--- src/hw/rtl/lsar_pkg.sv ---
// Package for the light sensor auto-ranging core: field widths, range codes,
// configuration register indexes, reset values and the configuration struct.
// No dependencies.
`timescale 1ns / 1ps

package lsar_pkg;

  localparam int SlotW    = 2;
  localparam int CountW   = 16;
  localparam int ValueW   = 24;
  localparam int RangeW   = 2;
  localparam int GainW    = 8;
  localparam int ModesW   = 8;
  localparam int CfgIdxW  = 3;
  localparam int CfgDataW = 24;

  // Range codes; a mode field uses the same codes plus auto
  localparam logic [RangeW-1:0] RANGE_LOW    = 2'd0;
  localparam logic [RangeW-1:0] RANGE_MEDIUM = 2'd1;
  localparam logic [RangeW-1:0] RANGE_HIGH   = 2'd2;
  localparam logic [RangeW-1:0] MODE_AUTO    = 2'd3;

  typedef enum logic [CfgIdxW-1:0] {
    CfgLowUpper    = 3'd0,
    CfgMediumUpper = 3'd1,
    CfgMargin      = 3'd2,
    CfgGainLow     = 3'd3,
    CfgGainMedium  = 3'd4,
    CfgGainHigh    = 3'd5,
    CfgRangeModes  = 3'd6
  } cfg_idx_e;

  localparam logic [ValueW-1:0] LowUpperRst    = 24'd60000;
  localparam logic [ValueW-1:0] MediumUpperRst = 24'd120000;
  localparam logic [ValueW-1:0] MarginRst      = 24'd5000;
  localparam logic [GainW-1:0]  GainLowRst     = 8'd1;
  localparam logic [GainW-1:0]  GainMediumRst  = 8'd2;
  localparam logic [GainW-1:0]  GainHighRst    = 8'd4;
  localparam logic [ModesW-1:0] RangeModesRst  = 8'hff;

  typedef struct packed {
    logic [ValueW-1:0] low_upper;
    logic [ValueW-1:0] medium_upper;
    logic [ValueW-1:0] margin;
    logic [GainW-1:0]  gain_low;
    logic [GainW-1:0]  gain_medium;
    logic [GainW-1:0]  gain_high;
  } range_cfg_t;

endpackage

--- src/hw/rtl/lsar_if.sv ---
// Channel interfaces of the light sensor auto-ranging core: reading input,
// result output and configuration write. Depends on lsar_pkg.
`timescale 1ns / 1ps

interface lsar_in_if;
  import lsar_pkg::*;
  logic              valid;
  logic              ready;
  logic [SlotW-1:0]  sensor_slot;
  logic [CountW-1:0] raw_count;
  modport source (output valid, output sensor_slot, output raw_count, input ready);
  modport sink   (input valid, input sensor_slot, input raw_count, output ready);
endinterface

interface lsar_out_if;
  import lsar_pkg::*;
  logic              valid;
  logic              ready;
  logic [ValueW-1:0] scaled_value;
  logic [RangeW-1:0] next_range;
  logic              range_changed;
  modport source (output valid, output scaled_value, output next_range,
                  output range_changed, input ready);
  modport sink   (input valid, input scaled_value, input next_range,
                  input range_changed, output ready);
endinterface

interface lsar_cfg_if;
  import lsar_pkg::*;
  logic                valid;
  logic                ready;
  logic [CfgIdxW-1:0]  index;
  logic [CfgDataW-1:0] data;
  modport source (output valid, output index, output data, input ready);
  modport sink   (input valid, input index, input data, output ready);
endinterface

--- src/hw/rtl/lsar_range_calc.sv ---
// Scaling and hysteresis decision for one reading: gain select, multiply and
// limit compares. Pure combinational. Depends on lsar_pkg.
`timescale 1ns / 1ps

module lsar_range_calc (
  input  lsar_pkg::range_cfg_t          cfg_i,
  input  logic [lsar_pkg::RangeW-1:0]   mode_i,
  input  logic [lsar_pkg::RangeW-1:0]   auto_range_i,
  input  logic [lsar_pkg::CountW-1:0]   raw_count_i,
  output logic [lsar_pkg::ValueW-1:0]   scaled_value_o,
  output logic [lsar_pkg::RangeW-1:0]   next_range_o,
  output logic                          range_changed_o
);
  import lsar_pkg::*;

  logic [RangeW-1:0] cur_range;
  logic [GainW-1:0]  gain;
  logic [ValueW-1:0] value;
  logic              below_low;
  logic              below_medium;
  logic [RangeW-1:0] next_range;

  always_comb begin
    if (mode_i == MODE_AUTO) begin
      cur_range = (auto_range_i == MODE_AUTO) ? RANGE_MEDIUM : auto_range_i;
    end else begin
      cur_range = mode_i;
    end
  end

  always_comb begin
    case (cur_range)
      RANGE_LOW:  gain = cfg_i.gain_low;
      RANGE_HIGH: gain = cfg_i.gain_high;
      default:    gain = cfg_i.gain_medium;
    endcase
  end

  // 16 x 8 product fits the 24-bit result exactly
  assign value = ValueW'(raw_count_i) * ValueW'(gain);

  // A step-down threshold that would go negative never fires
  assign below_low    = (cfg_i.low_upper >= cfg_i.margin) &&
                        (value < (cfg_i.low_upper - cfg_i.margin));
  assign below_medium = (cfg_i.medium_upper >= cfg_i.margin) &&
                        (value < (cfg_i.medium_upper - cfg_i.margin));

  always_comb begin
    next_range = cur_range;
    if (mode_i == MODE_AUTO) begin
      case (cur_range)
        RANGE_LOW: begin
          if (value >= cfg_i.low_upper) next_range = RANGE_MEDIUM;
        end
        RANGE_MEDIUM: begin
          if (value >= cfg_i.medium_upper) next_range = RANGE_HIGH;
          else if (below_low)              next_range = RANGE_LOW;
        end
        default: begin
          if (below_medium) next_range = RANGE_MEDIUM;
        end
      endcase
    end
  end

  assign scaled_value_o  = value;
  assign next_range_o    = next_range;
  assign range_changed_o = (mode_i == MODE_AUTO) && (next_range != cur_range);

endmodule

--- src/hw/rtl/light_sensor_auto_ranging_core.sv ---
// Light sensor auto-ranging core: input register, per-slot auto range state,
// result register. Depends on lsar_pkg, lsar_if.sv and lsar_range_calc.
//
//  channel  | dir | payload                                   | transfer when
//  ---------+-----+-------------------------------------------+---------------
//  in_i     | in  | sensor_slot[1:0], raw_count[15:0]         | valid & ready
//  out_o    | out | scaled_value[23:0], next_range[1:0],      | valid & ready
//           |     | range_changed                             |
//  cfg_i    | in  | index[2:0], data[23:0]                    | valid & ready
//
// One reading per cycle sustained while the output is not stalled; a reading
// passes through the input register, then the result register, to the output.
// The slot's auto range is updated as the reading moves into the result
// register, so a following reading of the same slot sees it.
// Output stalls hold the result register and back-pressure the input register.
// Reset restores register defaults and sets every auto range to medium.
// cfg_i is always ready; a write to range_modes also resets every auto range.
`timescale 1ns / 1ps

module light_sensor_auto_ranging_core #(
  parameter int SENSOR_SLOTS = 4
) (
  input  logic               clk_i,
  input  logic               rst_ni,
  lsar_cfg_if.sink           cfg_i,
  lsar_in_if.sink            in_i,
  lsar_out_if.source         out_o
);
  import lsar_pkg::*;

  localparam int SlotIdxW = (SENSOR_SLOTS > 1) ? $clog2(SENSOR_SLOTS) : 1;
  localparam logic [4:0] SlotsC = 5'(SENSOR_SLOTS);

  // Configuration registers
  range_cfg_t        cfg_q;
  logic [ModesW-1:0] modes_q;
  logic              cfg_we;
  logic              modes_we;

  assign cfg_i.ready = 1'b1;
  assign cfg_we      = cfg_i.valid & cfg_i.ready;
  assign modes_we    = cfg_we && (cfg_i.index == CfgRangeModes);

  always_ff @(posedge clk_i or negedge rst_ni) begin
    if (!rst_ni) begin
      cfg_q.low_upper    <= LowUpperRst;
      cfg_q.medium_upper <= MediumUpperRst;
      cfg_q.margin       <= MarginRst;
      cfg_q.gain_low     <= GainLowRst;
      cfg_q.gain_medium  <= GainMediumRst;
      cfg_q.gain_high    <= GainHighRst;
      modes_q            <= RangeModesRst;
    end else if (cfg_we) begin
      case (cfg_i.index)
        CfgLowUpper:    cfg_q.low_upper    <= cfg_i.data;
        CfgMediumUpper: cfg_q.medium_upper <= cfg_i.data;
        CfgMargin:      cfg_q.margin       <= cfg_i.data;
        CfgGainLow:     cfg_q.gain_low     <= cfg_i.data[GainW-1:0];
        CfgGainMedium:  cfg_q.gain_medium  <= cfg_i.data[GainW-1:0];
        CfgGainHigh:    cfg_q.gain_high    <= cfg_i.data[GainW-1:0];
        CfgRangeModes:  modes_q            <= cfg_i.data[ModesW-1:0];
        default: ;
      endcase
    end
  end

  // Input register
  logic              s1_valid_q;
  logic [SlotW-1:0]  s1_slot_q;
  logic [CountW-1:0] s1_count_q;
  logic              out_valid_q;
  logic              out_en;
  logic              s1_adv;
  logic              in_xfer;

  assign out_en     = !out_valid_q || out_o.ready;
  assign s1_adv     = s1_valid_q && out_en;
  assign in_i.ready = !s1_valid_q || out_en;
  assign in_xfer    = in_i.valid & in_i.ready;

  always_ff @(posedge clk_i or negedge rst_ni) begin
    if (!rst_ni) begin
      s1_valid_q <= 1'b0;
    end else if (in_i.ready) begin
      s1_valid_q <= in_i.valid;
    end
  end

  always_ff @(posedge clk_i) begin
    if (in_xfer) begin
      s1_slot_q  <= in_i.sensor_slot;
      s1_count_q <= in_i.raw_count;
    end
  end

  // Fold the slot number into the slot count
  logic [SlotW-1:0]      slot_red;
  logic [SlotIdxW+1:0]   slot_ext;
  logic [SlotIdxW-1:0]   slot_idx;
  logic [RangeW-1:0]     mode;

  always_comb begin
    slot_red = s1_slot_q;
    for (int k = 0; k < 3; k++) begin
      if ({3'b000, slot_red} >= SlotsC) slot_red = slot_red - SlotsC[SlotW-1:0];
    end
  end

  assign slot_ext = {{SlotIdxW{1'b0}}, slot_red};
  assign slot_idx = slot_ext[SlotIdxW-1:0];
  assign mode     = modes_q[{slot_red, 1'b0} +: RangeW];

  // Per-slot auto range state
  logic [RangeW-1:0] auto_range_q [SENSOR_SLOTS];
  logic [ValueW-1:0] calc_value;
  logic [RangeW-1:0] calc_next;
  logic              calc_changed;

  lsar_range_calc u_calc (
    .cfg_i           (cfg_q),
    .mode_i          (mode),
    .auto_range_i    (auto_range_q[slot_idx]),
    .raw_count_i     (s1_count_q),
    .scaled_value_o  (calc_value),
    .next_range_o    (calc_next),
    .range_changed_o (calc_changed)
  );

  always_ff @(posedge clk_i or negedge rst_ni) begin
    if (!rst_ni) begin
      for (int i = 0; i < SENSOR_SLOTS; i++) auto_range_q[i] <= RANGE_MEDIUM;
    end else if (modes_we) begin
      for (int i = 0; i < SENSOR_SLOTS; i++) auto_range_q[i] <= RANGE_MEDIUM;
    end else if (s1_adv && (mode == MODE_AUTO)) begin
      auto_range_q[slot_idx] <= calc_next;
    end
  end

  // Result register
  logic [ValueW-1:0] res_value_q;
  logic [RangeW-1:0] res_next_q;
  logic              res_changed_q;

  always_ff @(posedge clk_i or negedge rst_ni) begin
    if (!rst_ni) begin
      out_valid_q <= 1'b0;
    end else if (out_en) begin
      out_valid_q <= s1_valid_q;
    end
  end

  always_ff @(posedge clk_i) begin
    if (s1_adv) begin
      res_value_q   <= calc_value;
      res_next_q    <= calc_next;
      res_changed_q <= calc_changed;
    end
  end

  assign out_o.valid         = out_valid_q;
  assign out_o.scaled_value  = res_value_q;
  assign out_o.next_range    = res_next_q;
  assign out_o.range_changed = res_changed_q;

  // Checks
  a_auto_range_legal: assert property (@(posedge clk_i) disable iff (!rst_ni)
    auto_range_q[0] != MODE_AUTO)
    else $error("auto range of slot 0 holds the auto code");

  a_modes_write_resets: assert property (@(posedge clk_i) disable iff (!rst_ni)
    modes_we |=> (auto_range_q[0] == RANGE_MEDIUM))
    else $error("range_modes write did not reset auto range");

  a_fixed_no_change: assert property (@(posedge clk_i) disable iff (!rst_ni)
    (s1_adv && (mode != MODE_AUTO)) |=> !res_changed_q)
    else $error("fixed-mode reading flagged a range change");

  a_stage_holds: assert property (@(posedge clk_i) disable iff (!rst_ni)
    (s1_valid_q && !out_en) |=> (s1_valid_q && $stable(s1_count_q)))
    else $error("input register dropped a reading under stall");

endmodule
--- src/flat_wrapper.sv ---
// flat-port wrapper written by rule: the top's interface ports become plain ports
module light_sensor_auto_ranging_core_flat import lsar_pkg::*;
#(
  parameter int SENSOR_SLOTS = 4
)
  (clk_i, rst_ni, cfg_i_valid, cfg_i_index, cfg_i_data, cfg_i_ready, in_i_valid, in_i_sensor_slot, in_i_raw_count, in_i_ready, out_o_valid, out_o_scaled_value, out_o_next_range, out_o_range_changed, out_o_ready);
  lsar_cfg_if cfg_i_i ();
  lsar_in_if in_i_i ();
  lsar_out_if out_o_i ();
  input  logic clk_i;
  input  logic rst_ni;
  input wire logic [$bits(cfg_i_i.valid)-1:0] cfg_i_valid;
  input wire logic [$bits(cfg_i_i.index)-1:0] cfg_i_index;
  input wire logic [$bits(cfg_i_i.data)-1:0] cfg_i_data;
  output wire logic [$bits(cfg_i_i.ready)-1:0] cfg_i_ready;
  input wire logic [$bits(in_i_i.valid)-1:0] in_i_valid;
  input wire logic [$bits(in_i_i.sensor_slot)-1:0] in_i_sensor_slot;
  input wire logic [$bits(in_i_i.raw_count)-1:0] in_i_raw_count;
  output wire logic [$bits(in_i_i.ready)-1:0] in_i_ready;
  output wire logic [$bits(out_o_i.valid)-1:0] out_o_valid;
  output wire logic [$bits(out_o_i.scaled_value)-1:0] out_o_scaled_value;
  output wire logic [$bits(out_o_i.next_range)-1:0] out_o_next_range;
  output wire logic [$bits(out_o_i.range_changed)-1:0] out_o_range_changed;
  input wire logic [$bits(out_o_i.ready)-1:0] out_o_ready;
  assign cfg_i_i.valid = cfg_i_valid;
  assign cfg_i_i.index = cfg_i_index;
  assign cfg_i_i.data = cfg_i_data;
  assign cfg_i_ready = cfg_i_i.ready;
  assign in_i_i.valid = in_i_valid;
  assign in_i_i.sensor_slot = in_i_sensor_slot;
  assign in_i_i.raw_count = in_i_raw_count;
  assign in_i_ready = in_i_i.ready;
  assign out_o_valid = out_o_i.valid;
  assign out_o_scaled_value = out_o_i.scaled_value;
  assign out_o_next_range = out_o_i.next_range;
  assign out_o_range_changed = out_o_i.range_changed;
  assign out_o_i.ready = out_o_ready;
  light_sensor_auto_ranging_core #(.SENSOR_SLOTS(SENSOR_SLOTS)) u_core (.clk_i(clk_i), .rst_ni(rst_ni), .cfg_i(cfg_i_i), .in_i(in_i_i), .out_o(out_o_i));
endmodule
--- config.mk ---
export PLATFORM = sky130hd
export DESIGN_NAME = light_sensor_auto_ranging_core_flat
export DESIGN_NICKNAME = d
export VERILOG_FILES = /design/src/hw/rtl/lsar_pkg.sv /design/src/hw/rtl/lsar_if.sv /design/src/hw/rtl/lsar_range_calc.sv /design/src/hw/rtl/light_sensor_auto_ranging_core.sv /design/src/flat_wrapper.sv
export SDC_FILE = /design/constraint.sdc
export NUM_CORES = 1
export LEC_CHECK = 0
export BUFFER_PORTS_ARGS = -buffer_cell sky130_fd_sc_hd__clkbuf_2
export CAP_MARGIN = 5
export CORE_UTILIZATION = 55
export CTS_CLUSTER_SIZE = 10
export DETAILED_ROUTE_END_ITERATION = 7
export GPL_ROUTABILITY_DRIVEN = 0
export PLACE_DENSITY_LB_ADDON = 0.1
export SYNTH_ARGS = -nofsm -noshare
export SYNTH_HDL_FRONTEND = slang
export SYNTH_SLANG_ARGS = --single-unit
--- constraint.sdc ---
create_clock -name clk_i -period 15.21 [get_ports clk_i]
set_input_delay 0.7605 -clock clk_i [delete_from_list [all_inputs] [get_ports clk_i]]
set_output_delay 0.7605 -clock clk_i [all_outputs]
set_load 0.005 [all_outputs]
==> results.txt <==
Across all layers, the routed design uses 11200 vias. Among all flip-flop cells after synthesis, the most frequent one is sky130_fd_sc_hd__dfrtp_1. The signed area change from the synthesized netlist to the final layout was 9.43%; the routing usage on met2 was 0.489. The clock slew seen by the registers of the worst setup and hold paths was 0.08 ns. The run finished with clean final reports.

The final period demand of the worst path works out to 10.17 ns. The wire-length estimate of the detail-placed layout is 28900 um. TritonCTS built the clock tree. The tools report the clock root buffer master as sky130_fd_sc_hd__clkbuf_16. The remaining design rule violation count was 0; the final worst hold slack was 0.303 ns.

The library cell with the highest instance count after synthesis was sky130_fd_sc_hd__inv_1. For this block, the routed nets add up to 36700 um of wire. Along the worst path, the maximum fanout reaches 16. In this run, synthesis produced a sequential element count of 159. sky130_fd_sc_hd__ha_1 takes more of the synthesized area than any other cell. The count of final hold-check violations is 0. Proportion of synthesized flip-flops having asynchronous set or reset: 0.717. The floorplan step defined a core boundary enclosing 25400 um2. In this run the remaining antenna-violating nets after routing total 0. Initial core utilization: 0.566. The worst setup path is launched from a flop.

The proportion of synthesized chip area in sequential cells is 0.295, and the count of boundary I/O pins is 80. For the met1 demand-to-capacity share in global routing, the log shows 0.385. At the later pin of the worst-skew pair, clock insertion delay measures 0.45 ns. The area share of the largest cell type after synthesis was 0.160. The start-to-end type of the worst setup path is flop to flop. The clock tree synthesis step divided the H-tree into 4 levels. The die is 164 um tall.

The run gives 15.44 ns as the worst path required time. Pin count of the biggest net entering global routing: 71. Setup repair after global routing left no endpoint under its margin. In the final routed layout, each cell accounts on average for 18.9 um. The fmax is 98.3 MHz, and the distinct cell type count of the synthesized netlist is 70. The mean post-synth cell area was 9.44 um2; the number of flops mapped to enable cells by yosys was 45.

Total count of max-transition violations in the final report: 0. The start point of the critical path is u_core.s1_slot_q[0]$_DFFE_PP_. The placement row count came out at 58. The commonest cells after synthesis are sky130_fd_sc_hd__inv_1, sky130_fd_sc_hd__ha_1, sky130_fd_sc_hd__nand2_1.

The first global-routing pass estimated 59500 um of wire. The run gives 2203 as the layout filler cell count. Dividing the detail-routed via count by the number of cells gives 5.77. In this run the deepest clock path goes through 2 buffers. For the number of nets in the layout, the log shows 1919. Slew at the pin with the worst max-slew slack: 1.02 ns.

Synthesis produced a netlist with a net count of 1844. The die is 164 um wide. The number of detailed-routing iterations run before antenna repair was 5; the number of standard cells after synthesis was 1524. Yosys printed 0 warnings. The number of antenna violations at the first check in global routing was 1; the CTS buffer count was 17. The startpoint identified for the worst register-to-register timing path is u_core.s1_slot_q[0]$_DFFE_PP_.

The share of post-route cells with drive strength above 1 was 0.124. On the worst path, the slowest cell contributes a delay of 0.70 ns. The tightest min-delay check is of the primary input to async pin type.

The tools report the global-route congestion overflow total as 0. The number of buffers inserted for hold repair after clock tree synthesis was 0; the fraction of met3 tracks used by global routing was 0.0326. The relative slew slack was 0.316.

The kind of capture point of the worst setup path was a flop. For the overall track demand over capacity in global routing, the log shows 0.290. The count of buffers from port buffering is 78, and the data arrival time at the worst-slack endpoint is 10.40 ns. The cell type of the slowest stage on the worst timing path was sky130_fd_sc_hd__mux4_2. By area the synthesized netlist is led by sky130_fd_sc_hd__ha_1, sky130_fd_sc_hd__dfrtp_1, sky130_fd_sc_hd__fa_1. The clock net sink count was 159; the clock skew was 0.0210 ns. For the number of instances resized during post-cts repair, the log shows 0. The final clock period utilization by the worst path came out at 0.669. The count of inserted antenna diode cells came out at 0. The layer flagged by global routing as most heavily used is met2. Via count of the first global-routing pass: 11300.

The tools report the setup TNS as 0 ns. Summing every instance area after synthesis gives 14400 um2. The die covers 26800 um2. The iteration-0 DRC count of the detailed router is 807.

The tool flagged a number of max-cap violations equal to 0. Post-CTS setup-driven buffer insertion count: 0. Setup violations remaining at the end of the flow were counted as 0.
layout by cell type, fill, tap and decap left out, types with 34 or more instances in the layout:
| master | synthesis | final |
|---|---|---|
| sky130_fd_sc_hd__a21oi_1 | 70 | 70 |
| sky130_fd_sc_hd__and2_1 | 107 | 107 |
| sky130_fd_sc_hd__clkbuf_2 | 0 | 77 |
| sky130_fd_sc_hd__dfrtp_1 | 80 | 80 |
| sky130_fd_sc_hd__dfstp_2 | 34 | 34 |
| sky130_fd_sc_hd__edfxtp_1 | 45 | 45 |
| sky130_fd_sc_hd__fa_1 | 86 | 86 |
| sky130_fd_sc_hd__ha_1 | 184 | 184 |
| sky130_fd_sc_hd__inv_1 | 192 | 192 |
| sky130_fd_sc_hd__nand2_1 | 148 | 148 |
| sky130_fd_sc_hd__nor2_1 | 68 | 68 |
| sky130_fd_sc_hd__o21ai_0 | 122 | 122 |
cells by family (layout without fill, tap and decap cells):
kind of cell | Yosys count | count (layout) | synth area share
other cells | 1 | 1 | 0.000261
flops | 159 | 159 | 0.295
simple gates | 437 | 437 | 0.152
mux | 37 | 37 | 0.0321
buf+inv | 224 | 312 | 0.0593
fa+ha+maj | 271 | 271 | 0.280
compound gates | 340 | 340 | 0.148
xor+xnor | 55 | 55 | 0.0335
through the flow:
stage	utilization	instances	instance area (um2)	setup WS [ns]
finish	0.620	1942	15700	5.04
global route	0.620	1942	15700	4.16
CTS	0.620	1942	15700	5.10
detailed placement	0.597	1910	15200	5.17
global placement	0.597	1910	15200	5.44
floorplan	-	1524	14400	6.61
layer usage:
metal	routed length, um	vias to the layer above
met1	16600	5456
li1	-	5401
met3	1550	61
met2	17600	283
met5	0	-
met4	1040	0
cell type report:
cell class                      instances  area [um2]  share of cell area
Inverter                              192         721              0.0458
Multi-Input combinational cell       1141        9310               0.591
Timing Repair Buffer                   88         468              0.0297
Clock inverter                         15         163              0.0103
Clock buffer                           17         425              0.0270
Tap cell                              330         413              0.0262
Sequential cell                       159        4250               0.270
worst max-delay path, delay by kind of cell, from the launching register on:
kind / cells / cell delay, ns
muxes: 1 / 0.70
xor gates and xnor gates: 1 / 0.46
AOI/OAI and AO/OA: 14 / 3.05
adders and majority gates: 7 / 3.16
buffers and inverters: 3 / 0.15
DFF: 1 / 0.54
and+or+nand+nor: 7 / 1.87
state kept, by name, summed over array words and instances, names as in the netlist:
register,count
u_core.cfg_q,96
u_core.out_o.scaled_value,24
u_core.s1_count_q,16
u_core.auto_range_q,8
u_core.modes_q,8
u_core.out_o.next_range,2
u_core.s1_slot_q,2
u_core.out_o.range_changed,1
u_core.out_o.valid,1
u_core.s1_valid_q,1
worst paths after layout:
path	slack (ns)	endpoint	cells past startpoint
max	5.04	u_core.out_o.range_changed$_DFFE_PP_	33
min	0.30	u_core.cfg_q[80]$_DFFE_PN0P_	1
max reg2reg	5.04	u_core.out_o.range_changed$_DFFE_PP_	33
min reg2reg	0.50	u_core.out_o.valid$_DFFE_PN0P_	1
max in group asynchronous	13.58	u_core.cfg_q[13]$_DFFE_PN0P_	2
min in group clk_i	0.48	u_core.s1_count_q[0]$_DFFE_PP_	1
Power is not shown: default switching activity piles up to over one toggle a cycle in this logic, so the estimate is an artifact.
